==> src/erm_pkg.sv <==
// Shared types and constants for the encoder speed meter.
// Used by erm_div and encoder_rpm_meter_top; no dependencies of its own.
`timescale 1ns / 1ps

package erm_pkg;

    localparam int STAMP_W  = 16;
    localparam int MINP_W   = 16;
    localparam int TPM_W    = 26;
    localparam int PPR_W    = 8;
    localparam int CFG_W    = 26;
    localparam int CFG_IDX_W = 2;
    localparam int SPEED_W  = 25;
    localparam int RING_DEPTH = 8;
    localparam int PTR_W    = $clog2(RING_DEPTH);
    localparam int SUM_W    = SPEED_W + PTR_W;
    localparam int FRAC_W   = 8;
    localparam int NUM_W    = TPM_W + FRAC_W;
    localparam int DEN_W    = STAMP_W + PPR_W;
    localparam int DIV_CNT_W = $clog2(NUM_W);

    localparam logic [SPEED_W-1:0] SPEED_MAX = '1;

    localparam logic [MINP_W-1:0] MIN_PERIOD_RST = MINP_W'(500);
    localparam logic [TPM_W-1:0]  TPM_RST        = TPM_W'(60000000);
    localparam logic [PPR_W-1:0]  PPR_RST        = PPR_W'(4);

    localparam logic [CFG_IDX_W-1:0] REG_MIN_PERIOD  = CFG_IDX_W'(0);
    localparam logic [CFG_IDX_W-1:0] REG_TICKS_MIN   = CFG_IDX_W'(1);
    localparam logic [CFG_IDX_W-1:0] REG_PULSES_REV  = CFG_IDX_W'(2);

    localparam logic CMD_CAPTURE = 1'b0;
    localparam logic CMD_TICK    = 1'b1;

    typedef struct packed {
        logic busy;
        logic done;
    } t_div_status;

endpackage

==> src/erm_div.sv <==
// Restoring divider, one quotient bit per cycle.
// Depends on erm_pkg for operand widths and the status struct.
`timescale 1ns / 1ps

module erm_div (
    input  logic                         i_clk,
    input  logic                         i_rst_n,
    input  logic                         i_start,
    input  logic [erm_pkg::NUM_W-1:0]    i_num,
    input  logic [erm_pkg::DEN_W-1:0]    i_den,
    output logic [erm_pkg::NUM_W-1:0]    o_quot,
    output erm_pkg::t_div_status         o_status
);

    logic [erm_pkg::DEN_W-1:0]     r_rem;
    logic [erm_pkg::NUM_W-1:0]     r_quot;
    logic [erm_pkg::DEN_W-1:0]     r_den;
    logic [erm_pkg::DIV_CNT_W-1:0] r_count;
    logic                          r_busy;
    logic                          r_done;

    logic [erm_pkg::DEN_W:0] shifted;
    logic [erm_pkg::DEN_W:0] diff;
    logic                    ge;

    // A zero divisor always subtracts, which yields an all-ones quotient.
    assign shifted = {r_rem, r_quot[erm_pkg::NUM_W-1]};
    assign diff    = shifted - {1'b0, r_den};
    assign ge      = shifted >= {1'b0, r_den};

    always_ff @(posedge i_clk) begin
        if (!i_rst_n) begin
            r_busy  <= 1'b0;
            r_done  <= 1'b0;
            r_count <= '0;
        end else begin
            r_done <= r_busy && !i_start && (r_count == '0);
            if (i_start) begin
                r_rem   <= '0;
                r_quot  <= i_num;
                r_den   <= i_den;
                r_count <= erm_pkg::DIV_CNT_W'(erm_pkg::NUM_W - 1);
                r_busy  <= 1'b1;
            end else if (r_busy) begin
                r_rem  <= ge ? diff[erm_pkg::DEN_W-1:0] : shifted[erm_pkg::DEN_W-1:0];
                r_quot <= {r_quot[erm_pkg::NUM_W-2:0], ge};
                if (r_count == '0) begin
                    r_busy <= 1'b0;
                end else begin
                    r_count <= r_count - 1'b1;
                end
            end
        end
    end

    assign o_quot          = r_quot;
    assign o_status.busy   = r_busy;
    assign o_status.done   = r_done;

endmodule

==> src/encoder_rpm_meter_top.sv <==
// Period-based tachometer with an eight-entry moving average of speed.
// An accepted capture passes through a period step, a multiply, a divider start, the divider
// iterations, a ring update and a load before its result is valid. A rejected capture or a
// window tick goes from the first step straight to the load. One item is in work at a time;
// the next is taken after the result is loaded, and the load waits while the output stalls.
// Synchronous active-low reset restores register defaults and clears control and ring state.
`timescale 1ns / 1ps

module encoder_rpm_meter_top (
    input  logic                              i_clk,
    input  logic                              i_rst_n,
    input  logic                              i_in_valid,
    output logic                              o_in_stall,
    input  logic                              i_command,
    input  logic [erm_pkg::STAMP_W-1:0]       i_capture_stamp,
    output logic                              o_out_valid,
    input  logic                              i_out_stall,
    output logic [erm_pkg::SPEED_W-1:0]       o_avg_rpm,
    output logic [erm_pkg::STAMP_W-1:0]       o_period_ticks,
    output logic                              o_accepted,
    output logic                              o_stalled,
    input  logic                              i_cfg_wr_en,
    input  logic [erm_pkg::CFG_IDX_W-1:0]     i_cfg_index,
    input  logic [erm_pkg::CFG_W-1:0]         i_cfg_wdata
);

    typedef enum logic [2:0] {
        S_IDLE,
        S_EXEC,
        S_MUL,
        S_DIV_START,
        S_DIV,
        S_RING,
        S_FINISH
    } t_state;

    t_state r_state;

    logic [erm_pkg::MINP_W-1:0]  r_min_period;
    logic [erm_pkg::TPM_W-1:0]   r_tpm;
    logic [erm_pkg::PPR_W-1:0]   r_ppr;

    logic                        r_cmd;
    logic [erm_pkg::STAMP_W-1:0] r_stamp;
    logic [erm_pkg::STAMP_W-1:0] r_last_stamp;
    logic [erm_pkg::STAMP_W-1:0] r_last_period;
    logic [erm_pkg::SPEED_W-1:0] r_ring [erm_pkg::RING_DEPTH];
    logic [erm_pkg::PTR_W-1:0]   r_ptr;
    logic [erm_pkg::SUM_W-1:0]   r_sum;
    logic                        r_pulse_seen;
    logic                        r_acc;
    logic                        r_stl;
    logic [erm_pkg::DEN_W-1:0]   r_den;

    logic                        r_out_valid;
    logic [erm_pkg::SPEED_W-1:0] r_out_avg;
    logic [erm_pkg::STAMP_W-1:0] r_out_period;
    logic                        r_out_acc;
    logic                        r_out_stl;

    logic [erm_pkg::STAMP_W-1:0] period;
    logic [erm_pkg::NUM_W-1:0]   quot;
    logic [erm_pkg::SPEED_W-1:0] speed;
    logic [erm_pkg::SPEED_W-1:0] old_speed;
    erm_pkg::t_div_status        div_status;
    logic                        div_start;

    assign period    = r_stamp - r_last_stamp;
    assign div_start = (r_state == S_DIV_START);
    assign speed     = (|quot[erm_pkg::NUM_W-1:erm_pkg::SPEED_W]) ? erm_pkg::SPEED_MAX
                                                                 : quot[erm_pkg::SPEED_W-1:0];
    assign old_speed = r_ring[r_ptr];

    erm_div u_div (
        .i_clk    (i_clk),
        .i_rst_n  (i_rst_n),
        .i_start  (div_start),
        .i_num    ({r_tpm, {erm_pkg::FRAC_W{1'b0}}}),
        .i_den    (r_den),
        .o_quot   (quot),
        .o_status (div_status)
    );

    always_ff @(posedge i_clk) begin
        if (!i_rst_n) begin
            r_state       <= S_IDLE;
            r_min_period  <= erm_pkg::MIN_PERIOD_RST;
            r_tpm         <= erm_pkg::TPM_RST;
            r_ppr         <= erm_pkg::PPR_RST;
            r_last_stamp  <= '0;
            r_last_period <= '0;
            r_ptr         <= '0;
            r_sum         <= '0;
            r_pulse_seen  <= 1'b0;
            r_acc         <= 1'b0;
            r_stl         <= 1'b0;
            r_out_valid   <= 1'b0;
            for (int k = 0; k < erm_pkg::RING_DEPTH; k++) begin
                r_ring[k] <= '0;
            end
        end else begin
            if (i_cfg_wr_en) begin
                unique case (i_cfg_index)
                    erm_pkg::REG_MIN_PERIOD: r_min_period <= i_cfg_wdata[erm_pkg::MINP_W-1:0];
                    erm_pkg::REG_TICKS_MIN:  r_tpm        <= i_cfg_wdata[erm_pkg::TPM_W-1:0];
                    erm_pkg::REG_PULSES_REV: r_ppr        <= i_cfg_wdata[erm_pkg::PPR_W-1:0];
                    default: ;
                endcase
            end

            if (r_out_valid && !i_out_stall && r_state != S_FINISH) begin
                r_out_valid <= 1'b0;
            end

            unique case (r_state)
                S_IDLE: begin
                    if (i_in_valid) begin
                        r_cmd   <= i_command;
                        r_stamp <= i_capture_stamp;
                        r_state <= S_EXEC;
                    end
                end
                S_EXEC: begin
                    if (r_cmd == erm_pkg::CMD_CAPTURE) begin
                        // The stamp and period advance even when the capture is a glitch.
                        r_stl         <= 1'b0;
                        r_last_stamp  <= r_stamp;
                        r_last_period <= period;
                        if (period > r_min_period) begin
                            r_acc   <= 1'b1;
                            r_state <= S_MUL;
                        end else begin
                            r_acc   <= 1'b0;
                            r_state <= S_FINISH;
                        end
                    end else begin
                        r_acc <= 1'b0;
                        if (r_pulse_seen) begin
                            r_pulse_seen <= 1'b0;
                            r_stl        <= 1'b0;
                        end else begin
                            for (int k = 0; k < erm_pkg::RING_DEPTH; k++) begin
                                r_ring[k] <= '0;
                            end
                            r_sum         <= '0;
                            r_last_period <= '0;
                            r_stl         <= 1'b1;
                        end
                        r_state <= S_FINISH;
                    end
                end
                S_MUL: begin
                    r_den   <= r_last_period * r_ppr;
                    r_state <= S_DIV_START;
                end
                S_DIV_START: begin
                    r_state <= S_DIV;
                end
                S_DIV: begin
                    if (div_status.done) begin
                        r_state <= S_RING;
                    end
                end
                S_RING: begin
                    // The running sum swaps the oldest entry for the new speed.
                    r_ring[r_ptr] <= speed;
                    r_sum         <= r_sum - erm_pkg::SUM_W'(old_speed)
                                           + erm_pkg::SUM_W'(speed);
                    r_ptr         <= (r_ptr == erm_pkg::PTR_W'(erm_pkg::RING_DEPTH - 1))
                                     ? '0 : r_ptr + 1'b1;
                    r_pulse_seen  <= 1'b1;
                    r_state       <= S_FINISH;
                end
                S_FINISH: begin
                    if (!r_out_valid || !i_out_stall) begin
                        r_out_valid  <= 1'b1;
                        r_out_avg    <= r_sum[erm_pkg::SUM_W-1:erm_pkg::PTR_W];
                        r_out_period <= r_last_period;
                        r_out_acc    <= r_acc;
                        r_out_stl    <= r_stl;
                        r_state      <= S_IDLE;
                    end
                end
                default: r_state <= S_IDLE;
            endcase
        end
    end

    assign o_in_stall     = (r_state != S_IDLE);
    assign o_out_valid    = r_out_valid;
    assign o_avg_rpm      = r_out_avg;
    assign o_period_ticks = r_out_period;
    assign o_accepted     = r_out_acc;
    assign o_stalled      = r_out_stl;

    a_flags_exclusive: assert property (@(posedge i_clk) disable iff (!i_rst_n)
        o_out_valid |-> !(o_accepted && o_stalled))
        else $error("result reports both an accepted capture and a stall");

    a_stall_clears: assert property (@(posedge i_clk) disable iff (!i_rst_n)
        (o_out_valid && o_stalled) |-> (o_avg_rpm == '0 && o_period_ticks == '0))
        else $error("stall result carries nonzero speed or period");

    a_div_owned: assert property (@(posedge i_clk) disable iff (!i_rst_n)
        (div_status.busy || div_status.done) |-> (r_state == S_DIV))
        else $error("divider active outside the divide state");

    a_div_to_ring: assert property (@(posedge i_clk) disable iff (!i_rst_n)
        (r_state == S_DIV && div_status.done) |=> (r_state == S_RING))
        else $error("divider result not taken into the ring");

endmodule
==> config.mk <==
export PLATFORM = sky130hd
export DESIGN_NAME = encoder_rpm_meter_top
export DESIGN_NICKNAME = d
export VERILOG_FILES = /design/src/erm_pkg.sv /design/src/erm_div.sv /design/src/encoder_rpm_meter_top.sv
export SDC_FILE = /design/constraint.sdc
export NUM_CORES = 1
export LEC_CHECK = 0
export CAP_MARGIN = 5
export CORE_MARGIN = 2
export CORE_UTILIZATION = 54
export DETAILED_ROUTE_END_ITERATION = 16
export DONT_BUFFER_PORTS = 1
export GPL_ROUTABILITY_DRIVEN = 0
export GPL_TIMING_DRIVEN = 0
export PLACE_DENSITY = 0.69
export SYNTH_ARGS = -nofsm -noshare
export SYNTH_HDL_FRONTEND = slang
export SYNTH_SLANG_ARGS = --single-unit
==> constraint.sdc <==
create_clock -name i_clk -period 6.4 [get_ports i_clk]
set_clock_uncertainty 0.15 [all_clocks]
set_input_delay 0.32 -clock i_clk [delete_from_list [all_inputs] [get_ports i_clk]]
set_output_delay 0.32 -clock i_clk [all_outputs]
set_load 0.01 [all_outputs]
# Yosys cells after proc, flatten, opt, wreduce, memory -nomap -nowiden
# Memories as Yosys holds them, arrays and structs flattened. A register that Yosys moved wholly into a read port is not among the register bits.
# Cells that the tools add are included.
[totals]
ff_bits = 294
ram_bits = 200
in_bits = 50
output_inout_bits = 45
elab_cells = 149
mem_count = 1
[op_classes]
addsub = 6
n_mul = 1
magnitude_cmp = 2
eq_ne = 17
n_mux = 52
n_bitwise = 11
n_reduce_logical = 32
[memory_table]
columns = ["name", "words", "word_bits", "rd", "rd_ports_with_merged_regs", "write_ports", "line", "rtl"]
rows = [
  ["r_ring", 8, 25, 1, 1, 8, "encoder_rpm_meter_top.sv:47", "logic [erm_pkg::SPEED_W-1:0] r_ring [erm_pkg::RING_DEPTH];"],
]
[op_table]
columns = ["cell", "count"]
rows = [
  ["$mux 25", 10],
  ["$mux 34", 2],
  ["$mux 28", 2],
  ["$pmux 28 s2", 1],
  ["$mux 24", 2],
  ["$mux 16", 2],
  ["$add 28x25->28", 1],
  ["$sub 28x25->28", 1],
  ["$mux 3", 9],
  ["$ge 25x24->1", 1],
  ["$reduce_or 25->1", 1],
  ["$mul 16x8->24", 1],
  ["$sub 24x24->24", 1],
  ["$reduce_and 2->1", 11],
  ["$pmux 3 s7", 1],
  ["$mux 1", 19],
  ["$mux 6", 3],
  ["$gt 16x16->1", 1],
  ["$sub 16x16->16", 1],
  ["$eq 3x3->1 const B", 4],
  ["$reduce_and 3->1", 4],
  ["$ne 2x2->1 const B", 5],
  ["$reduce_or 9->1", 1],
  ["$or 1x1->1", 8],
  ["19 further kinds", 29],
]

# Longest topological paths before layout
[depth]
depth_word = 7
mapped_depth = 19
ltp_nobuf = 19

# By module
# From an unflattened synthesis, not the netlist that was laid out.
[hier_totals]
hier_cells = 2431
area_unflattened_um2 = 27685.3
[modules_own_cells]
columns = ["module", "n_inst", "cells_per_inst", "area_per_inst_um2"]
rows = [
  ["encoder_rpm_meter_top", 1, 2018, 22756.8],
  ["erm_div", 1, 413, 4928.5],
]

# Least setup slack after synthesis
# No wires, ideal clock.
[synth_path]
kind = "register to register"
startpoint = "reg r_ppr[7] (netlist bit)"
endpoint = "reg r_den[19] (netlist bit) (data pin)"
setup_time_ps = 259
arrival_ps = 4701
t_required_ps = 5991
slack_ps = 1291
stages_incl_launch_ff = 19
n_path_buf = 1
period_less_slack_ps = 5109
path_cell_list = "dfxtp_1 clkbuf_1 nand2_1 fa_1 fa_1 inv_1 fa_1 inv_1 fa_1 inv_1 ha_1 or4_1 o2bb2ai_1 o211ai_1 a31oi_1 nor2b_1 o21ai_1 nor2b_1 xnor2_1"
[synth_via]
elab_chain_cells = 1
[synth_rtl]
columns = ["element", "line", "rtl"]
rows = [
  ["start, declared", "encoder_rpm_meter_top.sv:41", "logic [erm_pkg::PPR_W-1:0] r_ppr;"],
  ["start signal, assigned", "encoder_rpm_meter_top.sv:89", "r_ppr <= erm_pkg::PPR_RST;"],
  ["start signal, assigned", "encoder_rpm_meter_top.sv:106", "erm_pkg::REG_PULSES_REV: r_ppr <= i_cfg_wdata[erm_pkg::PPR_W-1:0];"],
  ["$mul 16x8->24", "encoder_rpm_meter_top.sv:153", "r_den <= r_last_period * r_ppr;"],
  ["end signal, assigned", "encoder_rpm_meter_top.sv:153", ""],
  ["end, declared", "encoder_rpm_meter_top.sv:53", "logic [erm_pkg::DEN_W-1:0] r_den;"],
]
# Every way passes these cells.
# A chain may end at the register's enable or synchronous reset.

# Worst setup path after layout
[layout_path]
startpoint = "reg r_ppr[4] (netlist bit)"
endpoint = "reg r_den[21] (netlist bit) (data pin)"
# Same word-level chain as after synthesis.

==> reports/qor.yml <==
drt-total-wl_um: 68600
crit_chain: "clkbuf_1, nand2_1, fa_1, fa_1, inv_1, fa_1, inv_1, fa_1, inv_1, ha_1, or4_1, o2bb2ai_1, o211ai_1, a31oi_1, nor2b_1, o21ai_1, a21oi_1, xor2_1"
setup-violations-final: 0
required_ns: 6.62
setup-tns-final_ns: 0
final_common_cell: "edfxtp_1"
htreeDepth: 2
portBuffers: 0
tightest_slew_ns: 1.12
hold_path.class: "input port to flop"
ys_warn_count: 0
worst_hold_slack_ns: 0.0476
synthCells: 2479
fin_crit_sh_pct: 96.9
synth-async-reset-ratio_pct: 0
crit_start: "r_ppr[4]$_SDFFE_PN0P_"
worstHoldStart: "i_cfg_index[1]"
drc: 0
coreArea_um2: 50300
fp.dieH_um: 230
core.rowCount: 82
final_cell_count_no_fill: 3313
slew_viol_final: 0
cts_sinks: 497
ant_nets: 0
cp_max_fo: 10
start_kind: "flop"
dp.cells: 3158
final_area_um2: 31100
synth_seq_area_share_pct: 49.4
p_per_area_nw_per_um2: 270
final_util_pct: 61.9
clock_path_buffers: 3
start_util_pct: 54.8
post-cts-setup-buffers: 0
fill_cells: 3951
via_per_inst: 5.75
syn_area_per_cell_um2: 11.1
cts-buffers-inserted: 54
clock.fmax_mhz: 161
r2r-start: "r_ppr[4]$_SDFFE_PN0P_"
reg2reg_depth: 18
cpPeakStageDelay_ns: 0.55
grt_max_degree: 38
antenna_found_initial: 7
synth_cell_types: 79
drt-initial-drc-count: 1914
status: "finished, final reports clean"
clk_pin_slew_ns: 0.06
grt_pass1_vias: 19000
cts_root_buf: "clkbuf_16"
ys_seq_elements: 497
drive_gt1_share_pct: 7.43
synth_edf_count: 366
grt_setup_unrepaired: "no"
vias: 19000
area_growth_pct: 13.0
synthFlopType: "edfxtp_1"
grtUsageTotal_pct: 26.1
holdPathEnd: "r_min_period[14]$_SDFFE_PN0P_"
synth.net_count: 2771
dieArea_um2: 52800
ff2ff_setup_slack_ns: 0.20
hold_violations: 0
gr-total-overflow: 0
path_class: "flop to flop"
ir_drop_mv: 0.221
whs_path_depth: 4
r2r_end: "r_den[21]$_DFFE_PP_"
crit_slowest_cell: "fa_1"
final_cell_mix: "edfxtp_1 (366), nor2_1 (306), nand2_1 (275)"
relSlewSlack_pct: 25.6
cp.arrival_ns: 6.42
crit_top_cell: "fa_1"
num-nets-final: 2884
die_w_um: 230
finalCriticalPeriod_ns: 6.20
leakagePower_uw: 0.0130
syn-cell-area_um2: 27500
seqCellArea_um2: 13600
io_pins: 95
multiInputGateArea_um2: 12700
clk_latency_ns: 0.62
maxCapViolations: 0
grt_pass1_wl_um: 106000
tritoncts: "yes"
placed_area_um2: 28600
firstDrtPassIters: 5
end_kind: "flop"
routedWlPerCell_um: 20.7
dp.final_hpwl_um: 49000
[cell families (layout without fill, tap and decap cells)]
group / count (synthesis) / after routing / synth area share (%)
AOI/OAI and AO/OA: 355 / 355 / 9.01
xor gates and xnor gates: 76 / 76 / 2.42
adders and majority gates: 242 / 242 / 14.0
buffers and inverters: 325 / 484 / 4.50
DFF: 497 / 497 / 49.4
muxes: 98 / 98 / 5.89
other: 0 / 3 / 0
and+or+nand+nor: 886 / 886 / 14.7
[cell usage after synthesis, types with 8 or more instances]
cell type,count,area (µm²)
edfxtp_1,366,11000
nor2_1,308,1160
nand2_1,276,1040
inv_1,226,848
dfxtp_1,131,2620
ha_1,131,1640
and2_1,123,769
fa_1,111,2220
clkbuf_1,87,327
a21oi_1,67,335
nor2b_1,55,344
mux4_2,50,1130
a21boi_0,49,368
a21o_1,42,315
o21ai_0,42,210
xor2_1,39,342
xnor2_1,37,324
mux2i_1,36,360
a22oi_1,26,195
nand3_1,26,130
nor3_1,26,130
o21a_1,23,173
o211ai_1,13,97.6
mux2_2,12,135
nand4_1,12,75.1
and3_1,11,68.8
a211oi_1,10,75.1
nand2b_1,10,62.6
o21ai_1,9,45.0
a31oi_1,8,50.1
[worst max-delay path by stage]
stage	depth (start not counted)	slack, ns	to
6_report	18	0.20	r_den[21]$_DFFE_PP_
5_1_grt	19	0.008	r_den[22]$_DFFE_PP_
4_1_cts	18	0.20	r_den[23]$_DFFE_PP_
3_5_place_dp	18	0.25	r_den[23]$_DFFE_PP_
3_3_place_gp	18	0.29	r_den[23]$_DFFE_PP_
2_1_floorplan	18	1.29	r_den[19]$_DFFE_PP_
[power breakdown]
group,switching [µW],internal (µW)
logic,707,481
clock network,1350,2150
registers,87.1,3630
[repair_timing]
| action | 4_1_cts | 5_1_grt |
|---|---|---|
| gates resized for setup | 0 | 5 |
| hold buffers | 47 | 0 |
| endpoints found under the hold margin | 70 | 0 |
| endpoints found under the setup margin | 0 | 6 |
[per-layer routing]
metal  track usage [%]  vias up  wire length [µm]
li1                  -     8803                 -
met1              36.8     9327             29800
met2              40.4      763             30900
met3              5.38      139              5860
met4              8.91        4              2060
met5                 0        -                27
[worst max-delay path, delay by kind of cell (launching register included)]
family                     cells  cell delay [ns]
DFF                            1             0.51
buffers and inverters          4             0.58
and+or+nand+nor                3             0.79
adders and majority gates      5             2.35
xor gates and xnor gates       1             0.35
AOI/OAI and AO/OA              5             1.22
[through the flow]
stage	total power, µW	worst slack [ns]
5_1_grt	8680	0.00800
2_1_floorplan	4570	1.29
4_1_cts	8400	0.205
3_5_place_dp	4900	0.251
3_3_place_gp	4850	0.287
6_report	8400	0.200
[area by class of cell]
class                      instances  area share [%]
buffer                            99            1.28
multi-input combinational       1657            40.8
clock buffer                      70            4.93
clock inverter                    32            1.52
inverter                         226            2.72
timing repair buffer              57            2.27
tap                              672            2.70
antenna                            3          0.0241
sequential                       497            43.7
[registers in the layout (all words and copies together), names as in the netlist, 3 cells and up, named ones only]
signal / count
u_div.r_den: 24
r_ring: 200
r_tpm: 26
u_div.r_count: 6
o_period_ticks: 16
r_min_period: 16
r_last_period: 16
r_ptr: 3
r_stamp: 16
o_avg_rpm: 25
r_last_stamp: 16
r_den: 24
u_div.r_rem: 24
u_div.o_quot: 34
r_state: 3
r_sum: 28
r_ppr: 8
No activity file was read; power rests on OpenSTA's default activity.
